**config.mk**
```make
export PLATFORM = sky130hd
export DESIGN_NAME = serial_tx_framer_parity_unit
export DESIGN_NICKNAME = d
export VERILOG_FILES = /design/src/stfp_pkg.sv /design/src/stfp_cfg.sv /design/src/stfp_core.sv /design/src/serial_tx_framer_parity_unit.sv
export VERILOG_INCLUDE_DIRS = /design/src /design/src/src
export SDC_FILE = /design/constraint.sdc
export NUM_CORES = 1
export LEC_CHECK = 0
export BUFFER_PORTS_ARGS = -buffer_cell sky130_fd_sc_hd__buf_2
export CAP_MARGIN = 20
export CELL_PAD_IN_SITES_DETAIL_PLACEMENT = 0
export CELL_PAD_IN_SITES_GLOBAL_PLACEMENT = 1
export CORE_MARGIN = 2
export CORE_UTILIZATION = 48
export DETAILED_ROUTE_END_ITERATION = 10
export GPL_TIMING_DRIVEN = 0
export PLACE_DENSITY_LB_ADDON = 0.1
export SLEW_MARGIN = 0
export SYNTH_ARGS = -nofsm -noshare
export SYNTH_HDL_FRONTEND = slang
export SYNTH_SLANG_ARGS = --single-unit
```
**constraint.sdc**
```tcl
create_clock -name clk_i -period 3.8 [get_ports clk_i]
set_input_delay 0.76 -clock clk_i [delete_from_list [all_inputs] [get_ports clk_i]]
set_output_delay 0.76 -clock clk_i [all_outputs]
set_load 0.01 [all_outputs]
```
**src/serial_tx_framer_parity_unit_macros.svh**
```systemverilog
// Assertion macros for the serial transmit framer with parity.
// Included by the RTL files that carry concurrent assertions; no dependencies.
`ifndef SERIAL_TX_FRAMER_PARITY_UNIT_MACROS_SVH
`define SERIAL_TX_FRAMER_PARITY_UNIT_MACROS_SVH

`ifndef SYNTHESIS
// Checked on every rising clock edge outside of reset.
`define STFP_ASSERT(label, clk, rst_n, prop) \
  label: assert property (@(posedge clk) disable iff (!(rst_n)) (prop)) \
    else $error("stfp assertion failed");
// Checked on every rising clock edge, reset included.
`define STFP_ASSERT_ALWAYS(label, clk, prop) \
  label: assert property (@(posedge clk) (prop)) \
    else $error("stfp assertion failed");
`else
`define STFP_ASSERT(label, clk, rst_n, prop)
`define STFP_ASSERT_ALWAYS(label, clk, prop)
`endif

`endif

```
**src/stfp_pkg.sv**
```systemverilog
// Shared types and constants of the serial transmit framer with parity.
// No dependencies; imported by every module of the block.
`default_nettype none

package stfp_pkg;

  localparam int unsigned TickW = 16;
  localparam int unsigned ByteW = 8;
  localparam int unsigned CfgIdxW = 2;

  localparam logic [TickW-1:0] BitTicksRst  = 16'd100;
  localparam logic [TickW-1:0] LeadTicksRst = 16'd100;
  localparam logic [TickW-1:0] StopTicksRst = 16'd200;

  typedef enum logic [CfgIdxW-1:0] {
    CFG_BIT_TICKS  = 2'd0,
    CFG_LEAD_TICKS = 2'd1,
    CFG_STOP_TICKS = 2'd2
  } cfg_idx_e;

  typedef enum logic [2:0] {
    PH_IDLE   = 3'd0,
    PH_LEAD   = 3'd1,
    PH_START  = 3'd2,
    PH_DATA   = 3'd3,
    PH_PARITY = 3'd4,
    PH_STOP   = 3'd5
  } phase_e;

  typedef struct packed {
    logic [TickW-1:0] bit_ticks;
    logic [TickW-1:0] lead_ticks;
    logic [TickW-1:0] stop_ticks;
  } cfg_t;

  typedef struct packed {
    logic line_level;
    logic busy_res;
    logic rejected;
  } result_t;

endpackage

`default_nettype wire

```
**src/stfp_cfg.sv**
```systemverilog
// Configuration register file of the serial transmit framer: period lengths in ticks.
// Depends on stfp_pkg.
`default_nettype none

module stfp_cfg
  import stfp_pkg::*;
(
  input  wire logic               clk_i,
  input  wire logic               rst_ni,
  input  wire logic               cfg_we_i,
  input  wire logic [CfgIdxW-1:0] cfg_idx_i,
  input  wire logic [TickW-1:0]   cfg_data_i,
  output cfg_t                    cfg_o
);

  cfg_t cfg_q, cfg_d;

  always_comb begin
    cfg_d = cfg_q;
    if (cfg_we_i) begin
      case (cfg_idx_e'(cfg_idx_i))
        CFG_BIT_TICKS:  cfg_d.bit_ticks  = cfg_data_i;
        CFG_LEAD_TICKS: cfg_d.lead_ticks = cfg_data_i;
        CFG_STOP_TICKS: cfg_d.stop_ticks = cfg_data_i;
        default:        cfg_d = cfg_q;
      endcase
    end
  end

  always_ff @(posedge clk_i or negedge rst_ni) begin
    if (!rst_ni) begin
      cfg_q.bit_ticks  <= BitTicksRst;
      cfg_q.lead_ticks <= LeadTicksRst;
      cfg_q.stop_ticks <= StopTicksRst;
    end else begin
      cfg_q <= cfg_d;
    end
  end

  assign cfg_o = cfg_q;

endmodule

`default_nettype wire

```
**src/stfp_core.sv**
```systemverilog
// Frame sequencer of the serial transmit framer: phase, shifter, parity and tick counter.
// Depends on stfp_pkg and the assertion macros header.
`default_nettype none
`include "serial_tx_framer_parity_unit_macros.svh"

module stfp_core
  import stfp_pkg::*;
(
  input  wire logic             clk_i,
  input  wire logic             rst_ni,
  input  wire logic             accept_i,
  input  wire logic             mode_i,
  input  wire logic [ByteW-1:0] tx_byte_i,
  input  wire cfg_t             cfg_i,
  output result_t               res_o
);

  phase_e           phase_q, phase_d;
  logic [ByteW-1:0] shift_q, shift_d;
  logic [2:0]       bit_idx_q, bit_idx_d;
  logic             parity_q, parity_d;
  logic [TickW-1:0] tick_q, tick_d;

  logic             busy;
  logic             level;
  logic [TickW-1:0] period_len;
  logic [TickW-1:0] tick_inc;

  // Phase codes outside lead..stop behave as idle.
  assign busy = phase_q inside {PH_LEAD, PH_START, PH_DATA, PH_PARITY, PH_STOP};

  always_comb begin
    case (phase_q)
      PH_START:  level = 1'b0;
      PH_DATA:   level = shift_q[ByteW-1];
      PH_PARITY: level = parity_q;
      default:   level = 1'b1;
    endcase
  end

  // A programmed length of zero counts as one tick.
  always_comb begin
    case (phase_q)
      PH_LEAD: period_len = cfg_i.lead_ticks;
      PH_STOP: period_len = cfg_i.stop_ticks;
      default: period_len = cfg_i.bit_ticks;
    endcase
    if (period_len == '0) begin
      period_len = TickW'(1);
    end
  end

  assign tick_inc = tick_q + TickW'(1);

  // Next state.
  always_comb begin
    phase_d   = phase_q;
    shift_d   = shift_q;
    bit_idx_d = bit_idx_q;
    parity_d  = parity_q;
    tick_d    = tick_q;
    if (accept_i) begin
      if (!busy) begin
        phase_d = PH_IDLE;
      end
      if (mode_i) begin
        if (!busy) begin
          shift_d   = tx_byte_i;
          parity_d  = ^tx_byte_i;
          bit_idx_d = '0;
          tick_d    = '0;
          phase_d   = PH_LEAD;
        end
      end else if (busy) begin
        tick_d = tick_inc;
        if (tick_inc >= period_len) begin
          tick_d = '0;
          case (phase_q)
            PH_LEAD: begin
              phase_d = PH_START;
            end
            PH_START: begin
              phase_d   = PH_DATA;
              bit_idx_d = '0;
            end
            PH_DATA: begin
              shift_d = {shift_q[ByteW-2:0], 1'b0};
              if (bit_idx_q == 3'd7) begin
                bit_idx_d = '0;
                phase_d   = PH_PARITY;
              end else begin
                bit_idx_d = bit_idx_q + 3'd1;
              end
            end
            PH_PARITY: begin
              phase_d = PH_STOP;
            end
            default: begin
              phase_d = PH_IDLE;
            end
          endcase
        end
      end
    end
  end

  // Result of the transaction being accepted, taken from the state before it.
  always_comb begin
    res_o.line_level = busy ? level : 1'b1;
    res_o.busy_res   = mode_i | busy;
    res_o.rejected   = mode_i & busy;
  end

  always_ff @(posedge clk_i or negedge rst_ni) begin
    if (!rst_ni) begin
      phase_q   <= PH_IDLE;
      shift_q   <= '0;
      bit_idx_q <= '0;
      parity_q  <= 1'b0;
      tick_q    <= '0;
    end else begin
      phase_q   <= phase_d;
      shift_q   <= shift_d;
      bit_idx_q <= bit_idx_d;
      parity_q  <= parity_d;
      tick_q    <= tick_d;
    end
  end

  `STFP_ASSERT(a_idle_no_ticks, clk_i, rst_ni, (phase_q == PH_IDLE) |-> (tick_q == '0))
  `STFP_ASSERT(a_bit_idx_only_in_data, clk_i, rst_ni, (phase_q != PH_DATA) |-> (bit_idx_q == '0))
  `STFP_ASSERT(a_reject_keeps_phase, clk_i, rst_ni, (accept_i && mode_i && busy) |=> $stable(phase_q))

endmodule

`default_nettype wire

```
**src/serial_tx_framer_parity_unit.sv**
```systemverilog
// Top level of the tick-driven serial transmit framer with even parity.
// Depends on stfp_pkg, stfp_cfg, stfp_core and the assertion macros header.
//
// Usage: every transaction on the input channel is either a time tick (mode_i = 0)
// or a send request (mode_i = 1) carrying tx_byte_i. A send while idle loads the byte
// and starts a frame: a high lead period, a low start bit, eight data bits sent most
// significant bit first, an even parity bit and a high stop period. Each tick advances
// the frame by one tick and reports the line level in that tick. A send while a frame
// is running is dropped and flagged with rejected_o.
// Every input transaction produces exactly one output transaction carrying
// line_level_o, busy_res_o and rejected_o. The result appears in the cycle after
// acceptance, from the output register, and one transaction can be accepted every
// cycle: the frame state and the result are updated by a single short pass of logic.
// When the receiver stalls, the result waits in the output register and a further
// input transaction is taken only in a cycle in which that register drains.
// Period lengths are set through the write port (index 0 bit ticks, 1 lead ticks,
// 2 stop ticks; index 3 is ignored); a new length takes effect at once, mid-frame too.
// Reset sets the lengths to 100, 100 and 200 ticks, returns the sequencer to idle
// and empties the output register.
`default_nettype none
`include "serial_tx_framer_parity_unit_macros.svh"

module serial_tx_framer_parity_unit
  import stfp_pkg::*;
(
  input  wire logic               clk_i,
  input  wire logic               rst_ni,
  input  wire logic               in_valid_i,
  output      logic               in_stall_o,
  input  wire logic               mode_i,
  input  wire logic [ByteW-1:0]   tx_byte_i,
  output      logic               out_valid_o,
  input  wire logic               out_stall_i,
  output      logic               line_level_o,
  output      logic               busy_res_o,
  output      logic               rejected_o,
  input  wire logic               cfg_we_i,
  input  wire logic [CfgIdxW-1:0] cfg_idx_i,
  input  wire logic [TickW-1:0]   cfg_data_i
);

  cfg_t    cfg;
  result_t res;
  result_t res_q;
  logic    out_valid_q, out_valid_d;
  logic    accept;

  // The output register frees up in the same cycle it is taken by the receiver.
  assign in_stall_o  = out_valid_q & out_stall_i;
  assign accept      = in_valid_i & ~in_stall_o;
  assign out_valid_d = accept | (out_valid_q & out_stall_i);

  stfp_cfg u_cfg (
    .clk_i      (clk_i),
    .rst_ni     (rst_ni),
    .cfg_we_i   (cfg_we_i),
    .cfg_idx_i  (cfg_idx_i),
    .cfg_data_i (cfg_data_i),
    .cfg_o      (cfg)
  );

  stfp_core u_core (
    .clk_i     (clk_i),
    .rst_ni    (rst_ni),
    .accept_i  (accept),
    .mode_i    (mode_i),
    .tx_byte_i (tx_byte_i),
    .cfg_i     (cfg),
    .res_o     (res)
  );

  always_ff @(posedge clk_i or negedge rst_ni) begin
    if (!rst_ni) begin
      out_valid_q <= 1'b0;
    end else begin
      out_valid_q <= out_valid_d;
    end
  end

  // Result payload needs no reset; it is qualified by out_valid_q.
  always_ff @(posedge clk_i) begin
    if (accept) begin
      res_q <= res;
    end
  end

  assign out_valid_o  = out_valid_q;
  assign line_level_o = res_q.line_level;
  assign busy_res_o   = res_q.busy_res;
  assign rejected_o   = res_q.rejected;

  `STFP_ASSERT(a_accept_gives_result, clk_i, rst_ni, accept |=> out_valid_q)
  `STFP_ASSERT(a_reject_implies_busy, clk_i, rst_ni, (out_valid_q && rejected_o) |-> busy_res_o)
  `STFP_ASSERT(a_idle_line_high, clk_i, rst_ni, (out_valid_q && !busy_res_o) |-> line_level_o)

endmodule

`default_nettype wire
```
# Word-level counts from Yosys, hierarchy flattened
# Cells that the tools add are included.
[op_classes]
addsub = 2
n_lt_le_gt_ge = 1
n_eq_ne = 9
n_mux = 25
bitwise_logic = 7
reduce_logical = 15
[op_table]
columns = ["op", "n"]
rows = [
  ["$mux W16", 5],
  ["$mux W8", 5],
  ["$mux W3", 11],
  ["$pmux W16 S2", 1],
  ["$add A16 B1 Y16 const B", 1],
  ["$ge A16 B16 Y1", 1],
  ["$logic_not A16 Y1", 1],
  ["$pmux W3 S4", 1],
  ["$reduce_and A5 Y1", 2],
  ["$eq A3 B3 Y1 const B", 3],
  ["$reduce_xor A8 Y1", 1],
  ["$eq A3 B2 Y1 const B", 2],
  ["$pmux W3 S2", 1],
  ["$reduce_and A2 Y1", 3],
  ["$reduce_and A3 Y1", 2],
  ["$reduce_bool A2 Y1", 3],
  ["$reduce_bool A5 Y1", 1],
  ["$add A3 B1 Y3 const B", 1],
  ["$and A1 B1 Y1", 3],
  ["$eq A3 B1 Y1 const B", 1],
  ["$pmux W1 S3", 1],
  ["$reduce_bool A3 Y1", 1],
  ["$eq A2 B1 Y1 const B", 1],
  ["$eq A2 B2 Y1 const B", 1],
  ["4 further kinds", 6],
]
[totals]
reg_bits = 83
input_bits = 32
out_inout_bits = 5
word_cells = 71

# Depth between registers and ports, before layout
# Gate-level depths: netlist of run 1.
[depth]
depth_word = 8
mapped_depth = 17
mapped_depth_nobuf = 13

# Cells and area by module
# From an unflattened synthesis of run 1, not the netlist that was laid out.
[unflattened]
hier_cells = 413
area_unflattened_um2 = 4618.2
[modules_own_cells]
columns = ["module", "n_inst", "cells_each", "area_per_inst_um2", "seq_area_each_um2"]
rows = [
  ["stfp_core", 1, 304, 2651.3, 775.7],
  ["stfp_cfg", 1, 102, 1826.8, 1212.4],
  ["serial_tx_framer_parity_unit", 1, 7, 140.1, 115.1],
]

# Worst setup path after synthesis of run 1
# No wires, ideal clock.
[synth_timing]
path_kind = "register to register"
startpoint = "reg u_core.phase_q[2]"
endpoint = "reg u_core.phase_q[0]"
arrival_time_ns = 3.351
slack_ns = 0.323
path_stages_with_launch = 17
n_path_buf = 3
synth_period_minus_slack_ns = 3.477
cell_sequence = "dfrtp_1 -> clkbuf_1 -> buf_2 -> mux2i_1 -> nor2_1 -> a21oi_1 -> nand4_1 -> nor4_1 -> a211o_1 -> ha_1 -> nand2b_1 -> a2111oi_0 -> o32a_1 -> and3_1 -> buf_6 -> nor3_1 -> a311o_1"
[synth_between]
elab_chain_len = 8
word_cells_on_any_way = 17
[synth_rtl]
columns = ["item", "line_no", "source"]
rows = [
  ["start, declared", "stfp_core.sv:18", "phase_e phase_q, phase_d;"],
  ["start signal, assigned", "stfp_core.sv:122", "phase_q <= phase_d;"],
  ["$eq A3 B3 Y1 (tied with other cells)", "stfp_core.sv:30, stfp_core.sv:43", ""],
  ["$pmux W16 S2 or $reduce_bool A5 Y1 (tied branches)", "stfp_core.sv:43, stfp_core.sv:30", ""],
  ["$logic_not A16 Y1 or $mux W3 (tied branches)", "stfp_core.sv:48, stfp_core.sv:63", ""],
  ["$mux W16 or $mux W3 (tied branches)", "stfp_core.sv:48, stfp_core.sv:88", ""],
  ["$ge A16 B16 Y1 or $pmux W3 S4 (tied branches)", "stfp_core.sv:76, stfp_core.sv:78", ""],
  ["$mux W3", "stfp_core.sv:76", "if (tick_inc >= period_len) begin"],
  ["$mux W3", "stfp_core.sv:74", "end else if (busy) begin"],
  ["$mux W3 *", "stfp_core.sv:66", "if (mode_i) begin"],
]
# Mark *: on every way between the ends. The rest lies on a longest branch, timed or not.
# A chain may end at the register's enable or synchronous reset.

# Worst setup path after layout of run 1
[layout_timing]
startpoint = "reg u_core.tick_q[2]"
endpoint = "reg u_core.shift_q[4]"
[layout_between]
elab_chain_len = 4
[layout_rtl]
columns = ["item", "line_no", "source"]
rows = [
  ["start, declared", "stfp_core.sv:22", "logic [TickW-1:0] tick_q, tick_d;"],
  ["start signal, assigned", "stfp_core.sv:126", "tick_q <= tick_d;"],
  ["$add A16 B1 Y16", "stfp_core.sv:53", "assign tick_inc = tick_q + TickW'(1);"],
  ["$ge A16 B16 Y1", "stfp_core.sv:76", ""],
  ["$reduce_bool A2 Y1 (no line)", "-", ""],
  ["$reduce_and A5 Y1 (no line)", "-", ""],
  ["end signal, assigned", "stfp_core.sv:123", "shift_q <= shift_d;"],
  ["end, declared", "stfp_core.sv:19", "logic [ByteW-1:0] shift_q, shift_d;"],
]
# No other way between the ends.

==> run_results.csv, run 1 <==
group,metric,value,unit
yosys,synth_xor_area_share,4.066,%
die,ios,37,
setup_path,worst_r2r_path_depth,14,
global_routing,grt_antenna_before_repair,0,
clock_tree,cts_hold_buf,0,
yosys,ys_types,51,
power_and_ir_drop,sw_frac_of_total,30.41,%
setup_path,cp-end-kind,"register",
finish,seq_area,0.002112,mm^2
global_routing,grt_pass1_wl,16370,um
yosys,synthArstFlopShare,96.39,%
global_routing,grt_pass1_vias,3255,
finish,final_cells,576,
clock_tree,cts_tree,"yes",
finish,fillers,790,
placed_design,dpl_cell_area,0.004880,mm^2
finish,multi_input_comb_area,0.002464,mm^2
yosys,yosys.area_share.adder,6.086,%
setup_path,required,4.03,ns
yosys,synth_edf_count,3,
yosys,ys_seq_area_share,46.50,%
route,drc,0,
clock_tree,cts_buffers,9,
die,core,0.009196,mm^2
power_and_ir_drop,leakagePower,2.389,nW
yosys,synthCells,401,
sta,fin_tns_setup,0,ns
placed_design,pre_cts_slack,-0.6893,ns
finish,nets,514,
die,dieArea,0.01022,mm^2
power_and_ir_drop,peakVddDrop,240.7,uV
placed_design,post-place-cells,550,
sta,finalCritPeriodShare,96.19,%
power_and_ir_drop,clkPwrFrac,28.0,%
route,viasPerCell,5.667,
die,rows,35,
sta,fin_crit,3.655,ns
route,ant_nets,0,
global_routing,gr-total-overflow,0,
yosys,synth_top_family_by_area,"multiplexers",
placed_design,port_buffers,36,
die,die_w,101.1,um
power_and_ir_drop,p_per_area,447.8,mW/mm^2
yosys,synth_simple_gate_area_share,11.15,%
sta,worst_pin_slew,0.6439,ns
yosys,ys_ff_latch,83,
power_and_ir_drop,p_comb_share,24.6,%
finish,fin_area,0.005384,mm^2
route,wl_per_cell,17.33,um
sta,drv_slew,0,
yosys,syn_nets,455,
setup_path,path_class,"register to register",
clock_tree,htree_levels,3,
route,drt_first_pass_iters,4,
setup_path,rrSetupSlack,0.14,ns
yosys,synth.top_cell.area_share,39.28,%
clock_tree,clock_sinks,83,
power_and_ir_drop,power.switching,0.7331,mW
yosys,synthMuxAreaShare,16.46,%
placed_design,hpwlAfterDp,7076,um
yosys,synth_ff_type,"dfrtp_1",
flow_run,cap_violations,0,
clock_tree,path_clk_slew,0.10,ns
setup_path,start_kind,"register",
clock_tree,insertion_delay,0.35,ns
yosys,synth_area_leaders,"dfrtp_1, mux2_2, ha_1",
yosys,yosysWarnings,0,
placed_design,place.gp.congestion,0.7529,
route,first_iter_violations,117,
sta,skew,0.01210,ns
clock_tree,ctsLongestPathBuffers,2,
setup_path,path_max_fanout,10,
finish,syn2layout_area_growth,19.03,%
die,die_y,101.1,um
global_routing,grt_max_degree,68,
sta,fmax,273.6,MHz
min_path,min-delay-path-class,"primary input to asynchronous set/reset pin",
status,status,"finished clean",
yosys,synth_top_area_cell,"dfrtp_1",
route,dr_total_vias,3264,
sta,hold_viol,0,
route,routed_wl,9982,um
power_and_ir_drop,p_seq_share,47.4,%
finish,drive_gt1_share,37.63,%
finish,diodes,0,
yosys,synth-compound-area-share,12.84,%
yosys,postSynthAreaPerCell,11.28,um^2
power_and_ir_drop,p_int,1.678,mW
sta,setup_viol,0,
setup_path,arrival,3.89,ns
die,start_util,49.18,%
yosys,syn-cell-area,0.004523,mm^2
clock_tree,cts-root-buf,"clkbuf_8",
global_routing,grt_use_total,20.62,%
sta,setup_ws,0.1447,ns
sta,relSlewSlack,57.07,%
[cell type report]
cell class	instances	share of cell area, %
repair buffers	52	5.996
plain buffers	17	1.789
clock buffers	10	2.556
flip-flops and latches	83	39.23
multi-input cells	286	45.76
clock inverters	6	1.325
inverters	11	0.7669
well taps	111	2.580
[cell families after synthesis]
logic type                 Yosys count
DFF                                 83
adders and majority gates           22
xor gates and xnor gates            21
buffers and inverters               32
and+or+nand+nor                     96
muxes                               68
AOI/OAI and AO/OA                   79
[sequential cells by signal, indices dropped and copies added, names as in the netlist]
signal            count
u_cfg.cfg_o          48
u_core.tick_q        16
u_core.shift_q        8
u_core.bit_idx_q      3
u_core.phase_q        3
busy_res_o            1
line_level_o          1
out_valid_o           1
rejected_o            1
u_core.parity_q       1
[path summary, 6_finish.rpt]
check / start / end
setup / recovery: u_core.tick_q[2]$_DFFE_PN0P_ / u_core.shift_q[4]$_DFFE_PN0P_
hold / removal: rst_ni / u_core.bit_idx_q[2]$_DFFE_PN0P_
setup reg to reg: u_core.tick_q[2]$_DFFE_PN0P_ / u_core.shift_q[4]$_DFFE_PN0P_
hold reg to reg: u_core.tick_q[14]$_DFFE_PN0P_ / u_core.tick_q[14]$_DFFE_PN0P_
max in group asynchronous: rst_ni / u_cfg.cfg_o[22]$_DFFE_PN1P_
min in group clk_i: u_core.tick_q[14]$_DFFE_PN0P_ / u_core.tick_q[14]$_DFFE_PN0P_
[power by group through the flow]
stage	sequential, mW	combinational [mW]	clock [mW]
5_1_grt	1.16	0.660	0.723
6_report	1.14	0.593	0.675
2_1_floorplan	1.12	0.354	0
3_5_place_dp	1.15	0.489	0
4_1_cts	1.14	0.521	0.689
3_3_place_gp	1.14	0.469	0
[timing repair]
action	4_1_cts	5_1_grt
setup endpoints to repair	30	20
pin swaps	2	5
buffers inserted	3	11
resized for setup	24	34
hold endpoints to repair	0	0
[synth_stat cells (all sizes together), types with 3 or more instances]
library cell / instances
dfrtp: 71
nand4: 6
dfstp: 9
clkbuf: 17
a32o: 8
xnor2: 16
nand2: 13
o221a: 6
xor2: 5
o21ai: 6
nor3: 5
nor2: 21
nand2b: 5
ha: 22
a31oi: 14
inv: 10
edfxtp: 3
and3: 5
or3: 9
o21a: 3
mux2: 51
buf: 4
mux2i: 17
and2: 5
or2: 3
nand3: 14
a21oi: 26
[cell usage in the layout (no fill, tap or decap), types with 14 or more instances in the layout]
master	instances
dfrtp_1	64
mux2_2	51
buf_2	36
ha_1	21
buf_4	19
nor2_1	18
xnor2_1	16
mux2i_1	15
a31oi_1	14
[critical path: stages, from the launching register on]
cell      delay (ns)
dfrtp_2         0.41
and3_4          0.21
nand4_1         0.12
buf_4           0.19
nor4_4          0.29
xor2_1          0.16
ha_1            0.33
and4_4          0.27
o211ai_2        0.08
o32a_1          0.40
and3_1          0.18
buf_6           0.14
or3_1           0.34
buf_2           0.17
o221a_1         0.23
[metal layers]
metal,track usage [%],up-vias,part of all wire [%]
li1,-,1609,-
met1,29.65,1601,51
met2,32.60,44,46
met3,2.843,10,2.4
met4,5.925,0,1.2
met5,0,-,0
[metrics by stage]
step	hold WS (ns)	util, %	total power [mW]
4_1_cts	0.2497	56.18	2.349
6_report	0.2605	58.54	2.411
3_5_place_dp	0.4830	53.06	1.640
2_1_floorplan	0.4644	-	1.477
3_3_place_gp	0.4783	52.65	1.612
5_1_grt	0.2518	58.54	2.545
Power figures use the tool's default switching activity.
==> run 2, diff against run 1 <==
--- a/config.mk
+++ b/config.mk
@@ -8,13 +8,11 @@
 export LEC_CHECK = 0
 export BUFFER_PORTS_ARGS = -buffer_cell sky130_fd_sc_hd__buf_2
 export CAP_MARGIN = 20
-export CELL_PAD_IN_SITES_DETAIL_PLACEMENT = 0
-export CELL_PAD_IN_SITES_GLOBAL_PLACEMENT = 1
 export CORE_MARGIN = 2
-export CORE_UTILIZATION = 48
+export CORE_UTILIZATION = 60
 export DETAILED_ROUTE_END_ITERATION = 10
 export GPL_TIMING_DRIVEN = 0
-export PLACE_DENSITY_LB_ADDON = 0.1
+export PLACE_DENSITY = 0.8
 export SLEW_MARGIN = 0
 export SYNTH_ARGS = -nofsm -noshare
 export SYNTH_HDL_FRONTEND = slang
==> run 2 against run 1 <==
Net effect: sequential cell count is the same; largest power group unchanged; first-iteration DRC count grew 97%; cell count shrank 2.8%.
==> run_results.csv, run 2 (same netlist as run 1, synthesis figures left out) <==
group,metric,value,unit
setup_path,cp-end-kind,"register",
finish,utilization,72.07,%
global_routing,grt_antenna_before_repair,0,
die,rows,31,
die,die_w,90.83,um
route,viasPerCell,6.038,
power_and_ir_drop,p_per_area,444.2,mW/mm^2
clock_tree,cts_buffers,9,
finish,diodes,0,
route,met2_length,4880,um
route,met1Wirelength,4445,um
finish,syn2layout_area_growth,16.18,%
power_and_ir_drop,leakagePower,2.369,nW
sta,relSlewSlack,28.99,%
route,dr_total_vias,3381,
finish,layout_commonest_cell,"dfrtp_1",
global_routing,grt_use_total,24.93,%
placed_design,hpwlAfterDp,7099,um
route,first_iter_violations,230,
clock_tree,insertion_delay,0.36,ns
setup_path,start_kind,"register",
sta,fmax,270.9,MHz
die,core,0.007292,mm^2
sta,fin_crit,3.691,ns
finish,final_cells,560,
clock_tree,cts-root-buf,"clkbuf_8",
global_routing,gr-total-overflow,0,
clock_tree,htree_levels,3,
placed_design,post-place-cells,537,
sta,drv_slew,0,
flow_run,cap_violations,0,
setup_path,path_max_fanout,10,
clock_tree,clock_sinks,83,
power_and_ir_drop,power,2.335,mW
sta,hold_viol,0,
clock_tree,path_clk_slew,0.09,ns
sta,worst_pin_slew,1.063,ns
route,wl_per_cell,17.67,um
placed_design,port_buffers,36,
die,die_y,90.83,um
die,dieArea,0.008249,mm^2
finish,most-common-layout-cells,"dfrtp_1, mux2_2, buf_2",
setup_path,required,4.09,ns
sta,skew,0.01045,ns
die,ios,37,
global_routing,grt_pass1_wl,16570,um
setup_path,path_class,"register to register",
status,status,"finished clean",
power_and_ir_drop,peakVddDrop,295.2,uV
route,routed_wl,9894,um
clock_tree,cts_hold_buf,0,
sta,fin_tns_setup,0,ns
finish,drive_gt1_share,35.14,%
global_routing,grt_pass1_vias,3489,
sta,setup_viol,0,
setup_path,arrival,3.98,ns
route,drt_first_pass_iters,4,
route,highest_layer,"met4",
min_path,min-delay-path-class,"primary input to asynchronous set/reset pin",
global_routing,grt_max_degree,61,
finish,nets,510,
finish,largest_reg_flops,48,
die,start_util,62.03,%
clock_tree,cts_tree,"yes",
route,wl_met3,420,um
clock_tree,ctsLongestPathBuffers,2,
setup_path,rrSetupSlack,0.11,ns
sta,finalCritPeriodShare,97.13,%
route,drc,0,
route,ant_nets,0,
placed_design,place.gp.congestion,0.8463,
==> run 2: stage by stage <==
step	setup slack (ns)	instance area (um^2)	hold WS, ns
floorplan	0.3227	4523	0.4644
global placement	-0.3972	4827	0.4772
detailed placement	-0.5310	4857	0.4849
CTS	0.004066	5126	0.2806
global route	-0.0001705	5255	0.2976
finish	0.1091	5255	0.2742
==> run 2: per-layer routing <==
| metal | vias to the layer above | GRT usage (%) |
|---|---|---|
| met4 | 0 | 7.702 |
| met5 | - | 0 |
| met3 | 18 | 5.426 |
| li1 | 1596 | - |
| met1 | 1677 | 33.88 |
| met2 | 90 | 40.24 |
==> run 2: worst max-delay path, stage by stage (launching register included) <==
cell and delay (ns):
dfrtp_2 0.44, buf_6 0.20, mux2i_1 0.21, nor2_1 0.08, a21oi_2 0.18, nand4_1 0.16, nor4_1 0.32, a211o_1 0.16
ha_1 0.22, nand2b_1 0.16, a2111oi_2 0.39, o32a_1 0.27, and3_1 0.19, buf_6 0.14, or3_1 0.13, buf_2 0.17
o221a_1 0.20
==> run 2: report_power, final <==
part | internal [mW] | switching [mW]
Combinational | 0.275 | 0.278
Sequential | 1.05 | 0.0926
Clock | 0.307 | 0.336
==> run 2: worst paths after layout <==
| kind | endpoint | cells past startpoint | from |
|---|---|---|---|
| setup / recovery | u_core.shift_q[1]$_DFFE_PN0P_ | 16 | u_core.phase_q[2]$_DFFE_PN0P_ |
| hold / removal | u_core.shift_q[5]$_DFFE_PN0P_ | 1 | rst_ni |
| setup reg to reg | u_core.shift_q[1]$_DFFE_PN0P_ | 16 | u_core.phase_q[2]$_DFFE_PN0P_ |
| hold reg to reg | u_core.tick_q[14]$_DFFE_PN0P_ | 1 | u_core.tick_q[14]$_DFFE_PN0P_ |
| max in group asynchronous | u_cfg.cfg_o[7]$_DFFE_PN1P_ | 2 | rst_ni |
| min in group clk_i | u_core.tick_q[14]$_DFFE_PN0P_ | 1 | u_core.tick_q[14]$_DFFE_PN0P_ |
==> run 2: what timing repair did <==
item | CTS | global route
pin swaps | 3 | 6
setup buffers | 3 | 9
setup endpoints to repair | 30 | 20
gates resized for setup | 21 | 19
==> run 2: final cells by class <==
type | instances | area [um^2]
buffer | 16 | 90.09
inverter | 11 | 41.29
clock inverter | 7 | 76.32
clock buffer | 9 | 123.9
fill | 545 | 2037
timing repair buffer | 49 | 300.3
sequential | 83 | 2111
multi-input combinational | 286 | 2389
tap | 99 | 123.9
